--- config.mk ---
export PLATFORM = sky130hd
export DESIGN_NAME = modular_exponentiation
export DESIGN_NICKNAME = d
export VERILOG_FILES = /design/src/sv/mexp_pkg.sv /design/src/sv/modular_exponentiation.sv
export SDC_FILE = /design/constraint.sdc
export NUM_CORES = 1
export LEC_CHECK = 0
export ABC_CLOCK_PERIOD_IN_PS = 8400
export BUFFER_PORTS_ARGS = -buffer_cell sky130_fd_sc_hd__buf_4
export CELL_PAD_IN_SITES_DETAIL_PLACEMENT = 1
export CELL_PAD_IN_SITES_GLOBAL_PLACEMENT = 1
export CORE_ASPECT_RATIO = 2
export CORE_MARGIN = 2
export CORE_UTILIZATION = 35
export DETAILED_ROUTE_END_ITERATION = 10
export PLACE_DENSITY_LB_ADDON = 0.1
export REMOVE_ABC_BUFFERS = 1
export SLEW_MARGIN = 20
export SYNTH_ARGS = -nofsm -noshare
export SYNTH_HDL_FRONTEND = slang
export SYNTH_SLANG_ARGS = --single-unit
--- constraint.sdc ---
create_clock -name i_clk -period 8.4 [get_ports i_clk]
set_input_delay 1.26 -clock i_clk [delete_from_list [all_inputs] [get_ports i_clk]]
set_output_delay 1.26 -clock i_clk [all_outputs]
set_load 0.01 [all_outputs]
--- src/sv/mexp_pkg.sv ---
package mexp_pkg;

    // Width of the base field and of the result field.
    localparam int BASE_WIDTH   = 63;
    localparam int RESULT_WIDTH = 32;

    // Reset value of the modulus register.
    localparam logic [63:0] MODULUS_RESET = 64'd1000000007;

    // Opcodes.
    localparam logic OP_POWER   = 1'b0;
    localparam logic OP_INVERSE = 1'b1;

    typedef enum logic [2:0] {
        ST_IDLE,
        ST_REDUCE,
        ST_NEXT,
        ST_MUL,
        ST_SQR,
        ST_DONE
    } t_state;

endpackage

--- src/sv/modular_exponentiation.sv ---
// Modular exponentiation, right-to-left square and multiply.
// A request is taken at a rising edge with start high and busy low; it carries
// i_opcode (power, or Fermat inverse with exponent modulus minus two),
// i_base_value and i_exponent. busy stays high until the result has been shown.
// The result on o_power_result is marked by o_done, high for exactly one cycle;
// the receiver cannot stall it, so it must take it in that cycle.
// The user must write the modulus through i_cfg_we / i_cfg_wdata only while
// the block is idle; the block itself does not enforce this.
// One shift, add and compare-subtract unit does all the arithmetic: it reduces
// the base one bit per cycle, then makes one decision per exponent bit, a
// multiply for each set bit and a square for each bit below the top one.
// When the modulus is zero the block goes straight to the strobe. A new request
// can be taken from the cycle after the strobe.
// A zero exponent gives 1 for any nonzero modulus and 0 for a zero modulus.
// Reset returns the sequencer to idle and the modulus to 1000000007.
module modular_exponentiation #(
    parameter int MOD_WIDTH = 32,
    parameter int EXP_WIDTH = 63
) (
    input  logic                                i_clk,
    input  logic                                i_rst_n,
    input  logic                                start,
    output logic                                busy,
    input  logic                                i_opcode,
    input  logic [mexp_pkg::BASE_WIDTH-1:0]     i_base_value,
    input  logic [EXP_WIDTH-1:0]                i_exponent,
    input  logic                                i_cfg_we,
    input  logic [MOD_WIDTH-1:0]                i_cfg_wdata,
    output logic                                o_done,
    output logic [mexp_pkg::RESULT_WIDTH-1:0]   o_power_result
);

    localparam int BW      = mexp_pkg::BASE_WIDTH;
    localparam int CNT_MAX = (BW > MOD_WIDTH) ? BW : MOD_WIDTH;
    localparam int CNT_W   = $clog2(CNT_MAX);

    mexp_pkg::t_state r_state, n_state;

    logic [MOD_WIDTH-1:0] r_modulus;
    logic [MOD_WIDTH-1:0] r_acc, n_acc;
    logic [MOD_WIDTH-1:0] r_b, n_b;
    logic [MOD_WIDTH-1:0] r_prod, n_prod;
    logic [MOD_WIDTH-1:0] r_mcand, n_mcand;
    logic [MOD_WIDTH-1:0] r_mplier, n_mplier;
    logic [BW-1:0]        r_base_sh, n_base_sh;
    logic [EXP_WIDTH-1:0] r_exp, n_exp;
    logic [CNT_W-1:0]     r_cnt, n_cnt;

    logic [63:0]          mod_ext;
    logic [63:0]          inv_exp_ext;
    logic [63:0]          acc_ext;
    logic [MOD_WIDTH+1:0] u_addend;
    logic [MOD_WIDTH+1:0] u_sum;
    logic [MOD_WIDTH+1:0] u_once_m;
    logic [MOD_WIDTH+1:0] u_twice_m;
    logic [MOD_WIDTH+1:0] u_red;
    logic [MOD_WIDTH-1:0] u_out;

    // Exponent for the inverse: modulus minus two, or zero below two.
    assign mod_ext     = 64'(r_modulus);
    assign inv_exp_ext = (mod_ext >= 64'd2) ? (mod_ext - 64'd2) : 64'd0;
    assign acc_ext     = 64'(r_acc);

    // Shared unit: r = 2r + addend, brought back below the modulus. With r below
    // the modulus and the addend below it too, the sum stays under three moduli.
    always_comb begin
        if (r_state == mexp_pkg::ST_REDUCE) begin
            u_addend = (MOD_WIDTH+2)'(r_base_sh[BW-1]);
        end else if (r_mplier[MOD_WIDTH-1]) begin
            u_addend = {2'b00, r_mcand};
        end else begin
            u_addend = '0;
        end
        u_sum     = {1'b0, r_prod, 1'b0} + u_addend;
        u_once_m  = {2'b00, r_modulus};
        u_twice_m = {1'b0, r_modulus, 1'b0};
        if (u_sum >= u_twice_m) begin
            u_red = u_sum - u_twice_m;
        end else if (u_sum >= u_once_m) begin
            u_red = u_sum - u_once_m;
        end else begin
            u_red = u_sum;
        end
        u_out = u_red[MOD_WIDTH-1:0];
    end

    always_ff @(posedge i_clk) begin
        if (!i_rst_n) begin
            r_state   <= mexp_pkg::ST_IDLE;
            r_modulus <= mexp_pkg::MODULUS_RESET[MOD_WIDTH-1:0];
        end else begin
            r_state <= n_state;
            if (i_cfg_we) begin
                r_modulus <= i_cfg_wdata;
            end
        end
    end

    always_ff @(posedge i_clk) begin
        r_acc     <= n_acc;
        r_b       <= n_b;
        r_prod    <= n_prod;
        r_mcand   <= n_mcand;
        r_mplier  <= n_mplier;
        r_base_sh <= n_base_sh;
        r_exp     <= n_exp;
        r_cnt     <= n_cnt;
    end

    always_comb begin
        n_state   = r_state;
        n_acc     = r_acc;
        n_b       = r_b;
        n_prod    = r_prod;
        n_mcand   = r_mcand;
        n_mplier  = r_mplier;
        n_base_sh = r_base_sh;
        n_exp     = r_exp;
        n_cnt     = r_cnt;

        unique case (r_state)
            mexp_pkg::ST_IDLE: begin
                if (start) begin
                    n_acc     = MOD_WIDTH'(1);
                    n_prod    = '0;
                    n_base_sh = i_base_value;
                    n_cnt     = CNT_W'(BW - 1);
                    if (i_opcode == mexp_pkg::OP_INVERSE) begin
                        n_exp = inv_exp_ext[EXP_WIDTH-1:0];
                    end else begin
                        n_exp = i_exponent;
                    end
                    if (r_modulus == '0) begin
                        n_acc   = '0;
                        n_state = mexp_pkg::ST_DONE;
                    end else begin
                        n_state = mexp_pkg::ST_REDUCE;
                    end
                end
            end
            mexp_pkg::ST_REDUCE: begin
                n_prod    = u_out;
                n_base_sh = r_base_sh << 1;
                if (r_cnt == '0) begin
                    n_b     = u_out;
                    n_state = mexp_pkg::ST_NEXT;
                end else begin
                    n_cnt = r_cnt - 1'b1;
                end
            end
            mexp_pkg::ST_NEXT: begin
                n_prod  = '0;
                n_mcand = r_b;
                n_cnt   = CNT_W'(MOD_WIDTH - 1);
                if (r_exp == '0) begin
                    n_state = mexp_pkg::ST_DONE;
                end else if (r_exp[0]) begin
                    n_mplier = r_acc;
                    n_state  = mexp_pkg::ST_MUL;
                end else begin
                    n_mplier = r_b;
                    n_state  = mexp_pkg::ST_SQR;
                end
            end
            mexp_pkg::ST_MUL: begin
                n_prod   = u_out;
                n_mplier = r_mplier << 1;
                if (r_cnt == '0) begin
                    n_acc = u_out;
                    // The square after the top exponent bit would be discarded.
                    if (r_exp[EXP_WIDTH-1:1] == '0) begin
                        n_state = mexp_pkg::ST_DONE;
                    end else begin
                        n_prod   = '0;
                        n_mplier = r_b;
                        n_cnt    = CNT_W'(MOD_WIDTH - 1);
                        n_state  = mexp_pkg::ST_SQR;
                    end
                end else begin
                    n_cnt = r_cnt - 1'b1;
                end
            end
            mexp_pkg::ST_SQR: begin
                n_prod   = u_out;
                n_mplier = r_mplier << 1;
                if (r_cnt == '0) begin
                    n_b     = u_out;
                    n_exp   = r_exp >> 1;
                    n_state = mexp_pkg::ST_NEXT;
                end else begin
                    n_cnt = r_cnt - 1'b1;
                end
            end
            mexp_pkg::ST_DONE: begin
                n_state = mexp_pkg::ST_IDLE;
            end
            default: begin
                n_state = mexp_pkg::ST_IDLE;
            end
        endcase
    end

    assign busy           = (r_state != mexp_pkg::ST_IDLE);
    assign o_done         = (r_state == mexp_pkg::ST_DONE);
    assign o_power_result = acc_ext[mexp_pkg::RESULT_WIDTH-1:0];

`ifndef NO_ASSERTIONS
    a_start_busy: assert property (@(posedge i_clk) disable iff (!i_rst_n)
        (start && !busy) |=> busy)
        else $error("request accepted but block not busy");

    a_done_pulse: assert property (@(posedge i_clk) disable iff (!i_rst_n)
        o_done |=> (!o_done && !busy))
        else $error("result strobe longer than one cycle");

    a_prod_reduced: assert property (@(posedge i_clk) disable iff (!i_rst_n)
        (r_state == mexp_pkg::ST_REDUCE || r_state == mexp_pkg::ST_MUL ||
         r_state == mexp_pkg::ST_SQR) |-> (r_prod < r_modulus))
        else $error("partial product not below the modulus");

    a_base_reduced: assert property (@(posedge i_clk) disable iff (!i_rst_n)
        (r_state == mexp_pkg::ST_NEXT) |-> (r_b < r_modulus))
        else $error("base not below the modulus");
`endif

endmodule

## Yosys cells after proc, flatten, opt, wreduce, memory -nomap -nowiden

Index checks and enable logic that the tools add are counted.

| storage, ports and cells | value |
|---|---|
| register bits | 327 |
| input port bits | 163 |
| output and inout bits | 34 |
| word-level logic and storage cells | 87 |

| cells by class | value |
|---|---|
| $add $sub $neg | 5 |
| $lt $le $gt $ge | 3 |
| equality and inequality tests | 12 |
| mux-type cells | 37 |
| reduce and logical (&&, ||, !) cells | 20 |

Operators with widths:

| operator | number |
|---|---|
| 32-bit two-way mux | 12 |
| 63-bit two-way mux | 5 |
| 63-bit one-hot mux with 2 select lines | 2 |
| 32-bit one-hot mux with 4 select lines | 1 |
| 32-bit one-hot mux with 3 select lines | 1 |
| 32-bit one-hot mux with 2 select lines | 1 |
| 32-bit subtractor | 2 |
| 63-bit zero test | 1 |
| 62-bit zero test | 1 |
| 33-bit by 34-bit adder with 34-bit output | 1 |
| 34-bit by 32-bit >= comparator with 1-bit output | 1 |
| 34-bit by 33-bit >= comparator with 1-bit output | 1 |
| 34-bit two-way mux | 1 |
| 32-bit by 2-bit subtractor with 33-bit output (second input constant) | 1 |
| 32-bit by 2-bit >= comparator with 1-bit output (second input constant) | 1 |
| 32-bit zero test | 1 |
| 6-bit two-way mux | 4 |
| 6-bit one-hot mux with 4 select lines | 1 |
| 3-bit two-way mux | 6 |
| 3-bit one-hot mux with 4 select lines | 1 |
| 2-bit inequality test (second input constant) | 5 |
| 3-bit AND reduction | 3 |
| 2-bit AND reduction | 4 |
| 3-bit by 2-bit equality test with 1-bit output (second input constant) | 2 |
| other kinds (13) | 18 |

## Longest topological paths before layout

Gate-level depths: netlist of the first run.

| logic depth | value |
|---|---|
| depth in word-level cells | 9 |
| depth in mapped cells | 28 |

## Worst setup path after synthesis of the first run

Ideal clock, no wire load.

| timing path | value |
|---|---|
| kind | input -> register |
| start point | input start |
| end point | register r_exp[0], enable pin |
| library setup time | 0.561 ns |
| arrival time | 5.611 ns |
| required time | 7.839 ns |
| path slack | 2.227 ns |
| cell stages on the path | 2 |
| path buffers | 0 |
| cell sequence | mux2i_1 nor3_1 |

| between the ends | value |
|---|---|
| longest elaborated chain between the ends | 2 |

RTL lines:

| what | RTL line | source |
|---|---|---|
| from (decl) | modular_exponentiation.sv:22 | `input logic start,` |
| 2-bit inequality test (no source line) | -- |  |
| 3-bit AND reduction (no source line) | -- |  |
| to (signal assigned) | modular_exponentiation.sv:106 | `r_exp <= n_exp;` |
| to (decl) | modular_exponentiation.sv:46 | `logic [EXP_WIDTH-1:0] r_exp, n_exp;` |

No other way between the ends.
A chain may end at the register's enable or synchronous reset.

## Worst setup path in the final report of the first run

| timing path | value |
|---|---|
| start point | register r_state[0] |
| end point | register r_acc[19] (netlist: o_power_result[19]), data pin |

| between the ends | value |
|---|---|
| longest elaborated chain between the ends | 8 |

RTL lines:

| what | RTL line | source |
|---|---|---|
| from (decl) | modular_exponentiation.sv:37 | `mexp_pkg::t_state r_state, n_state;` |
| from (signal assigned) | modular_exponentiation.sv:89 | `r_state <= mexp_pkg::ST_IDLE;` |
| from (signal assigned) | modular_exponentiation.sv:92 | `r_state <= n_state;` |
| 3-bit by 1-bit equality test with 1-bit output | modular_exponentiation.sv:67 | `if (r_state == mexp_pkg::ST_REDUCE) begin` |
| 34-bit two-way mux | modular_exponentiation.sv:67 |  |
| 33-bit by 34-bit adder with 34-bit output | modular_exponentiation.sv:74 | `u_sum = {1'b0, r_prod, 1'b0} + u_addend;` |
| 32-bit subtractor / 34-bit by 32-bit >= comparator with 1-bit output (equally long branches) | modular_exponentiation.sv:80, modular_exponentiation.sv:79 |  |
| 32-bit two-way mux | modular_exponentiation.sv:79 | `end else if (u_sum >= u_once_m) begin` |
| 32-bit two-way mux | modular_exponentiation.sv:77 | `if (u_sum >= u_twice_m) begin` |
| 32-bit two-way mux | modular_exponentiation.sv:168 | `if (r_cnt == '0) begin` |
| 32-bit one-hot mux with 2 select lines * | modular_exponentiation.sv:121 | `unique case (r_state)` |
| to (signal assigned) | modular_exponentiation.sv:100 | `r_acc <= n_acc;` |
| to (decl) | modular_exponentiation.sv:40 | `logic [MOD_WIDTH-1:0] r_acc, n_acc;` |

Every way passes the cells marked *; elsewhere a longest branch is shown, timed or not. The select of a mux whose other input is x is not followed.

==> results of run 1 <==
[metrics by stage]
step	hold WS [ns]	instance area [um2]
after global routing	0.466	24100
after CTS	0.457	24100
after global placement	0.429	23100
after detailed placement	0.440	23100
after floorplan	0.427	20200
final	0.456	24100
[critical path: stages (launching register included)]
cell,delay [ns]
dfxtp_1,0.69
nor2b_1,0.38
nand2b_2,0.28
buf_4,0.29
and3_1,0.20
ha_1,0.39
nand2_1,0.12
a211o_1,0.30
a21bo_2,0.26
a211oi_2,0.42
a21oi_1,0.19
xnor2_1,0.42
ha_1,0.39
a21o_1,0.20
a21o_1,0.19
a2111oi_0,0.59
o32ai_1,0.15
o21ai_0,0.38
o2111ai_4,0.40
buf_4,0.33
o31ai_1,0.79
nor2_1,0.10
[synthesized netlist by cell type (10+ instances only)]
library cell and n:
mux2i_1 42, nor4_1 28, buf_2 13, ha_1 97, nand2b_1 14, o21ai_0 123, a21boi_1 10, a21o_1 33
xor2_1 30, a211oi_1 35, and2_1 29, nand2_1 382, inv_1 103, nand3_1 38, edfxtp_1 292, o21a_1 22
and3_1 64, clkbuf_1 105, nor2b_1 35, nor3_1 41, a21oi_1 181, nor2_1 117, or3_1 16, o211ai_1 24
dfxtp_1 35, a21boi_0 11, a222oi_1 31, nand4_1 27, xnor2_1 64, a31oi_1 18
[registers in the layout (all words and copies together), names as in the netlist]
signal          count
r_state             3
r_modulus          32
r_cnt               6
r_b                32
r_prod             32
r_mcand            32
o_power_result     32
r_exp              63
r_mplier           32
r_base_sh          63
[cell type report]
| cell class | instances | area (um2) | share of cell area [%] |
|---|---|---|---|
| clock buffer | 36 | 816 | 3.39 |
| clock inverter | 18 | 150 | 0.624 |
| inverter | 105 | 395 | 1.64 |
| multi-input combinational | 1654 | 10400 | 43.2 |
| sequential | 327 | 9470 | 39.4 |
| tap | 768 | 961 | 3.99 |
| timing repair buffer | 249 | 1870 | 7.77 |
[power by group]
group | internal, uW | switching (uW)
combinational | 1890 | 3820
sequential | 2160 | 102
clock | 731 | 677
total | 4780 | 4600
[per-layer routing]
layer  share of wire [%]  vias to the layer above  wire length (um)  track usage, %
li1                    -                     8451                 -               -
met1                  35                     8761             27800            25.6
met2                  55                      410             43500            50.0
met3                 3.1                      175              2420            2.38
met4                 7.1                        0              5620            15.8
met5                   0                        -                 0               0
[final timing paths]
| kind | end | slack [ns] | cells past startpoint |
|---|---|---|---|
| worst max-delay path | o_power_result[19] | 0.64 | 21 |
| worst min register to register | r_mcand[9] | 0.46 | 0 |
| worst min-delay path | r_mcand[9] | 0.46 | 0 |
| worst max register to register | o_power_result[19] | 0.64 | 21 |
[cell usage in the layout, fill, tap and decap left out, types with 31 or more instances in the layout]
cell | Yosys | layout
nand3_1 | 38 | 38
nand2_1 | 382 | 381
xnor2_1 | 64 | 64
a211oi_1 | 35 | 35
ha_1 | 97 | 97
nor3_1 | 41 | 39
mux2i_1 | 42 | 42
a21oi_1 | 181 | 181
nor2_1 | 117 | 115
o21ai_0 | 123 | 121
a21o_1 | 33 | 33
and3_1 | 64 | 64
inv_1 | 103 | 103
buf_4 | 2 | 249
dfxtp_1 | 35 | 35
a222oi_1 | 31 | 31
edfxtp_1 | 292 | 292
clkbuf_16 | 0 | 32
nor2b_1 | 35 | 35
[kinds of logic (layout without fill, tap and decap cells)]
family	after synthesis	in the layout	share of synthesized area, %
flops	327	327	45.8
xor+xnor	94	94	3.98
simple gates	822	822	18.7
buf+inv	229	408	4.37
fa+ha+maj	100	100	6.16
mux	44	44	2.14
compound gates	594	594	18.9
==> flow_metrics.py, run 1 <==
metrics = {
    "layout": {
        "final_util_pct": 40.9,
        "num-fill-cells": 6759,
        "nets": 2631,
        "final_layout_size_suffix_gt1_share_pct": 14.1,
        "final_cells": 3157,
        "num_antenna_cells": 0,
        "syn_to_final_growth_pct": 16.3,
    },
    "route": {
        "vias": 17800,
        "wl_per_cell_um": 25.1,
        "drtIter0Drc": 954,
        "route.detailed.drc": 0,
        "vias_per_cell": 5.64,
        "antenna_left": 0,
        "drtPass1Iterations": 6,
        "routed_wl_um": 79300,
    },
    "synthesis": {
        "synth_top_area_share_pct": 42.4,
        "synth_ff_type": "edfxtp_1",
        "syn_inst": 2210,
        "yosys.area.top_type": "edfxtp_1",
        "ys_types": 85,
        "avgSynthCellArea_um2": 9.36,
        "ys_warn_count": 0,
        "postSynth.asyncResetShare_pct": 0,
        "seq_area_frac_synth_pct": 45.8,
        "ys_ff_latch": 327,
        "synth_enable_flop_cells": 292,
        "synth_area_leaders": "edfxtp_1 (42%), nand2_1 (6.9%), ha_1 (5.9%)",
        "synthesis.area_um2": 20700,
    },
    "timing": {
        "period_needed_ns": 7.76,
        "setup_ws_ns": 0.637,
        "relSlewSlack_pct": 33.4,
        "hold_viol_final": 0,
        "rsz0062_at_grt": "false",
        "setup_tns_ns": 0,
        "finClkSkew_ns": 0.0148,
        "setup_violations": 0,
        "slew_violations": 0,
        "fmax_mhz": 129,
        "finalCritPeriodShare_pct": 92.4,
        "tightest_slew_ns": 0.999,
    },
    "worst_setup_path": {
        "critPathLaunch": "r_state[0]",
        "critPathLaunchType": "flop",
        "path_class": "flop to flop",
        "r2r_start": "r_state[0]",
        "crit_fanout": 20,
        "worstPathRequired_ns": 8.74,
        "crit_path_end_kind": "flop",
        "crit_arrival_ns": 8.11,
    },
    "clocking": {
        "postCtsSetupBuffers": 0,
        "cts_buffers": 31,
        "clkTransAtPathRegs_ns": 0.07,
        "ctsHtreeMaxLevel": 1,
        "clk_latency_ns": 0.62,
        "cts_resized": 0,
        "cts_tree": "built",
        "postCtsHoldBufs": 0,
        "cts_max_path_buffers": 3,
        "clkSinkCount": 327,
        "clockRootBuffer": "clkbuf_16",
    },
    "floorplanning": {
        "rows": 126,
        "dieArea_um2": 61200,
        "io_pins": 197,
        "core_area_um2": 58800,
        "die_x_um": 176,
        "start_util_pct": 35.2,
        "die_y_um": 348,
    },
    "worst_hold_path": {
        "hold_class": "flop to flop",
        "holdCritStartpoint": "r_b[9]",
    },
    "pwr": {
        "total_power_uw": 9380,
        "ir_drop_uv": 312,
        "leakage_uw": 0.00974,
        "power_density_nw_per_um2": 390,
    },
    "grt": {
        "gr-total-overflow": 0,
        "grt_max_degree": 114,
        "antenna_found_initial": 0,
        "grt_pass1_wl_um": 118000,
        "first_global_vias": 19000,
        "grt_use_total_pct": 25.6,
    },
    "job": {
        "maxCapViolCount": 0,
    },
    "place": {
        "place_ws_ns": 0.679,
        "place_congestion": 0.962,
        "dp.cells": 3103,
        "portBuffers": 196,
        "hpwlAfterDp_um": 61400,
    },
    "outcome": {
        "status": "finished clean",
    },
}
No activity file was read; power rests on OpenSTA's default activity.
==> run 2, diff against run 1 <==
--- a/config.mk
+++ b/config.mk
@@ -11,7 +11,7 @@
 export CELL_PAD_IN_SITES_GLOBAL_PLACEMENT = 1
 export CORE_ASPECT_RATIO = 2
 export CORE_MARGIN = 2
-export CORE_UTILIZATION = 35
+export CORE_UTILIZATION = 37
 export DETAILED_ROUTE_END_ITERATION = 10
 export PLACE_DENSITY_LB_ADDON = 0.1
 export REMOVE_ABC_BUFFERS = 1
==> run 2 against run 1 <==
  * Register-to-register slack got worse by 0.07 ns
  * Core utilization increased by 2.9 points
  * Setup slack got worse by 0.071 ns
  * Die area decreased by 5.3%
  * Fmax decreased by 0.91%
  * Cell area increased by 0.71%
  * Hold slack got worse by 0.0016 ns
  * Sequential share of layout area decreased by 0.28 points
  * Clock skew increased by 0.0082 ns
  * Largest cell class unchanged
  * Combinational power decreased by 1%
  * Sequential power about the same
  * Clock-buffer cell count increased by 4
==> flow_metrics.py, run 2 (same netlist as run 1, synthesis figures left out) <==
metrics = {
    "floorplanning": {
        "dieArea_um2": 57900,
        "core_area_um2": 55300,
        "start_util_pct": 37.4,
        "die_y_um": 338,
        "io_pins": 197,
        "rows": 122,
        "die_x_um": 171,
    },
    "worst_hold_path": {
        "hold_class": "flop to flop",
    },
    "clocking": {
        "cts_resized": 0,
        "postCtsHoldBufs": 0,
        "cts_tree": "built",
        "clk_latency_ns": 0.57,
        "clockRootBuffer": "clkbuf_16",
        "ctsHtreeMaxLevel": 2,
        "cts_buffers": 34,
        "cts_max_path_buffers": 3,
        "clkSinkCount": 327,
        "postCtsSetupBuffers": 0,
        "clkTransAtPathRegs_ns": 0.07,
    },
    "worst_setup_path": {
        "crit_fanout": 26,
        "r2r-end": "o_power_result[19]",
        "slowest_stage": "o31ai_1",
        "reg2reg_depth": 20,
        "path_class": "flop to flop",
        "crit_arrival_ns": 8.12,
        "cp-endpoint": "o_power_result[19]",
        "r2r_start": "r_state[0]",
        "crit_path_end_kind": "flop",
        "critPathLaunch": "r_state[0]",
        "slowest_delay_ns": 0.92,
        "critPathLaunchType": "flop",
        "worstPathRequired_ns": 8.68,
        "rrSetupSlack_ns": 0.57,
        "path_cells": "nor2b_1 > nand2b_2 > buf_4 > and3_1 > ha_1 > a21oi_1 > o21ai_0 > nor3b_1 > a211oi_2 > a21oi_1 > xnor2_1 > ha_1 > a21o_1 > a21o_1 > a2111oi_0 > o32ai_1 > o21ai_0 > o2111ai_4 > o31ai_1 > nor2_1",
    },
    "layout": {
        "final_cell_mix": "nand2_1 (381), edfxtp_1 (292), buf_4 (248)",
        "final_cells": 3140,
        "design_area_um2": 24200,
        "final_common_cell": "nand2_1",
        "final_util_pct": 43.8,
        "final_layout_size_suffix_gt1_share_pct": 14.1,
        "top_regs": "r_base_sh x63, r_exp x63",
        "syn_to_final_growth_pct": 17.1,
        "num_antenna_cells": 0,
        "nets": 2633,
    },
    "grt": {
        "antenna_found_initial": 0,
        "grt_max_degree": 113,
        "gr-total-overflow": 0,
        "grt_pass1_wl_um": 118000,
        "first_global_vias": 19400,
        "grt_use_total_pct": 27.0,
    },
    "job": {
        "maxCapViolCount": 0,
    },
    "route": {
        "route.detailed.drc": 0,
        "antenna_left": 0,
        "vias_per_cell": 5.70,
        "routed_wl_um": 78500,
        "drtPass1Iterations": 5,
        "route.met2.wl_um": 42500,
        "wl_per_cell_um": 25.0,
        "wl_met3_um": 2410,
        "vias": 17900,
        "drtIter0Drc": 973,
        "met1_length_um": 27500,
        "top_layer": "met4",
    },
    "pwr": {
        "power_density_nw_per_um2": 394,
        "ir_drop_uv": 261,
        "leakage_uw": 0.00983,
        "total_power_uw": 9540,
    },
    "timing": {
        "period_needed_ns": 7.83,
        "rsz0062_at_grt": "false",
        "slew_violations": 0,
        "setup_violations": 0,
        "hold_viol_final": 0,
        "tightest_slew_ns": 1.04,
        "fmax_mhz": 128,
        "relSlewSlack_pct": 30.4,
        "finClkSkew_ns": 0.0230,
        "setup_tns_ns": 0,
        "finalCritPeriodShare_pct": 93.3,
    },
    "outcome": {
        "status": "finished clean",
    },
    "place": {
        "place_congestion": 0.958,
        "portBuffers": 196,
        "placed_area_um2": 23100,
        "dp.cells": 3078,
        "hpwlAfterDp_um": 59800,
    },
}
==> run 2: stage by stage <==
step / setup slack, ns / hold WS [ns]
after global placement: 0.709 / 0.433
after detailed placement: 0.591 / 0.440
after global routing: 0.161 / 0.475
after CTS: 0.558 / 0.451
after floorplan: 0.425 / 0.427
final: 0.565 / 0.454
==> run 2: worst min-delay path by stage <==
stage	start	to	slack, ns	cells after the start
floorplan	r_b[0]	r_mcand[0]	0.43	0
global placement	r_b[0]	r_mcand[0]	0.43	0
detailed placement	r_b[26]	r_mcand[26]	0.44	0
CTS	r_b[2]	r_mcand[2]	0.45	0
global route	r_b[25]	r_mcand[25]	0.47	0
finish	r_b[20]	r_mcand[20]	0.45	0
==> run 2: final cells by class <==
type | count | area [um2]
repair buffers | 248 | 1860
multi-input cells | 1654 | 10400
clock inverters | 22 | 289
flip-flops and latches | 327 | 9470
fillers | 6418 | 31000
well taps | 744 | 931
inverters | 105 | 395
clock buffers | 40 | 883
==> run 2: critical path, delay by kind of cell (launching register included) <==
family	cells	cell delay, ns
AO/OA/AOI/OAI	11	4.09
AND/OR/NAND/NOR	5	1.15
adder cells (fa/ha/maj)	2	0.81
flip-flops	1	0.70
XOR/XNOR	1	0.46
buffers and inverters	1	0.28
==> run 2: routing by layer <==
layer,up-vias,GRT usage [%]
met5,-,0
met4,0,17.8
met3,204,2.70
met2,407,51.3
met1,8834,27.2
li1,8459,-
==> run 2: power breakdown <==
| part | switching [uW] | total (uW) | leakage [uW] | internal [uW] |
|---|---|---|---|---|
| combinational | 3770 | 5650 | 0.00617 | 1880 |
| clock | 706 | 1630 | 0.000566 | 922 |
| sequential | 103 | 2270 | 0.00310 | 2160 |
| total | 4570 | 9540 | 0.00983 | 4970 |
==> run 3, diff against run 2 <==
--- a/config.mk
+++ b/config.mk
@@ -11,8 +11,10 @@
 export CELL_PAD_IN_SITES_GLOBAL_PLACEMENT = 1
 export CORE_ASPECT_RATIO = 2
 export CORE_MARGIN = 2
-export CORE_UTILIZATION = 37
+export CORE_UTILIZATION = 47
 export DETAILED_ROUTE_END_ITERATION = 10
+export HOLD_SLACK_MARGIN = 0.06
+export MAX_ROUTING_LAYER = met4
 export PLACE_DENSITY_LB_ADDON = 0.1
 export REMOVE_ABC_BUFFERS = 1
 export SLEW_MARGIN = 20
==> run 3 against run 2 <==
  * Combinational power increased by 1%
  * Largest power group unchanged
  * Critical path type unchanged
  * Core utilization increased by 11 points
  * Flip-flop and latch count unchanged
  * Critical endpoint is now o_power_result[15]
==> flow_metrics.py, run 3 (same netlist as run 1, synthesis figures left out) <==
metrics = {
    "route": {
        "route.detailed.drc": 0,
        "routed_wl_um": 79300,
        "drtPass1Iterations": 7,
        "wl_per_cell_um": 27.0,
        "vias_per_cell": 6.25,
        "antenna_left": 0,
        "drtIter0Drc": 1065,
        "vias": 18300,
    },
    "floorplanning": {
        "die_y_um": 301,
        "die_x_um": 152,
        "core_area_um2": 43400,
        "rows": 108,
        "start_util_pct": 47.7,
        "dieArea_um2": 45800,
        "io_pins": 197,
    },
    "timing": {
        "relSlewSlack_pct": 25.0,
        "tightest_slew_ns": 1.10,
        "setup_tns_ns": 0,
        "finalCritPeriodShare_pct": 89.7,
        "hold_viol_final": 0,
        "slew_violations": 0,
        "setup_violations": 0,
        "period_needed_ns": 7.54,
        "rsz0062_at_grt": "false",
        "fmax_mhz": 133,
        "finClkSkew_ns": 0.0131,
        "fin_worst_hold_slack_ns": 0.461,
    },
    "worst_setup_path": {
        "worstPathRequired_ns": 8.73,
        "crit_fanout": 23,
        "critPathLaunchType": "flop",
        "rrSetupSlack_ns": 0.86,
        "r2r_start": "r_state[0]",
        "crit_arrival_ns": 7.87,
        "reg2reg_depth": 21,
        "path_class": "flop to flop",
        "crit_path_end_kind": "flop",
        "r2r-end": "o_power_result[15]",
    },
    "grt": {
        "gr-total-overflow": 0,
        "antenna_found_initial": 0,
        "grt_max_degree": 116,
        "first_global_vias": 19700,
        "grt_pass1_wl_um": 118000,
        "grt_use_total_pct": 35.0,
    },
    "pwr": {
        "power.internal_uw": 4840,
        "power_frac_clock_pct": 16.0,
        "sw_frac_of_total_pct": 49.0,
        "pwr-share-seq_pct": 23.9,
        "leakage_uw": 0.00973,
        "power_density_nw_per_um2": 399,
        "ir_drop_uv": 543,
        "switching_power_uw": 4660,
        "combPwrFrac_pct": 60.1,
    },
    "layout": {
        "top_regs": "r_base_sh x63, r_exp x63",
        "seq_area_um2": 9470,
        "final_common_cell": "nand2_1",
        "final_cells": 2932,
        "final_cell_mix": "nand2_1 (381), edfxtp_1 (292), buf_4 (236)",
        "syn_to_final_growth_pct": 15.1,
        "nets": 2619,
        "final_layout_size_suffix_gt1_share_pct": 13.9,
        "num-fill-cells": 4973,
        "multiInputGateArea_um2": 10400,
    },
    "clocking": {
        "clkTransAtPathRegs_ns": 0.07,
        "cts_buffers": 31,
        "cts_max_path_buffers": 3,
        "cts_resized": 0,
        "clockRootBuffer": "clkbuf_16",
        "postCtsHoldBufs": 0,
        "postCtsSetupBuffers": 0,
        "clkSinkCount": 327,
        "cts_tree": "built",
        "ctsHtreeMaxLevel": 1,
        "clk_latency_ns": 0.62,
    },
    "place": {
        "dp.cells": 2873,
        "hpwlAfterDp_um": 60300,
        "portBuffers": 196,
        "place_congestion": 1.02,
    },
    "outcome": {
        "status": "finished clean",
    },
    "worst_hold_path": {
        "min_to": "r_mcand[2]",
        "min_path_cells": 0,
        "holdCritStartpoint": "r_b[2]",
        "hold_class": "flop to flop",
    },
    "job": {
        "maxCapViolCount": 0,
    },
}
run 3: cell count changes in the layout (fill, tap and decap cells not counted), moves of 2 or more:
cell	change
buf_4	-12
clkinv_2	+4
clkinv_8	-2
clkbuf_16	-3
clkinv_1	-5
clkinvlp_4	+4
run 3: per-layer routing:
metal | part of all wire, % | global-route usage [%]
met5 | 0 | -
met2 | 55 | 66.6
met1 | 33 | 31.9
met4 | 9.3 | 26.2
met3 | 3.3 | 3.18
run 3: metrics by stage:
stage                     setup slack (ns)  util [%]  power (uW)  instance area (um2)
final                                0.865      54.9        9500                23800
after floorplan                      0.425         -        5650                20200
after CTS                            0.891      54.9        9400                23800
after global placement                1.09      52.4        7690                22700
after detailed placement             0.886      52.4        7850                22700
after global routing                 0.430      54.9        9900                23800
run 3: worst max-delay path: stages, from the launching register on:
cell and delay, ns:
dfxtp_1 0.31, buf_4 0.20, nor2b_1 0.39, nand2b_2 0.30
buf_4 0.30, and3_1 0.20, ha_1 0.43, nand2_1 0.12
o31a_1 0.32, or3_4 0.36, a211oi_1 0.32, nor2_1 0.10
xnor2_1 0.80, ha_1 0.43, and2_1 0.21, a21boi_0 0.15
a41oi_1 0.28, a21oi_1 0.12, o21ai_0 0.41, o2111ai_4 0.51
o31ai_1 0.84, nor2_1 0.14
run 3: cell type report:
cell class	count	share of cell area, %
inverters	105	1.66
clock buffers	35	3.32
clock inverters	23	1.18
well taps	550	2.89
multi-input cells	1654	43.7
repair buffers	237	7.52
flip-flops and latches	327	39.8
diodes	1	0.0105
run 3: how the worst max path moves through the flow:
stage | startpoint | to | slack [ns]
2_1_floorplan | r_state[1] | o_power_result[0] | 0.42
3_3_place_gp | r_state[0] | o_power_result[19] | 1.09
3_5_place_dp | r_state[0] | o_power_result[19] | 0.89
4_1_cts | r_state[0] | o_power_result[19] | 0.89
5_1_grt | r_state[0] | r_prod[5] | 0.43
6_report | r_state[0] | o_power_result[15] | 0.86
run 3: power by group through the flow:
stage | clock network [uW] | registers (uW) | logic, uW
after floorplan | 0 | 2270 | 3390
after global placement | 0 | 2300 | 5400
after detailed placement | 0 | 2300 | 5550
after CTS | 1540 | 2270 | 5600
after global routing | 1590 | 2280 | 6030
final | 1520 | 2270 | 5710
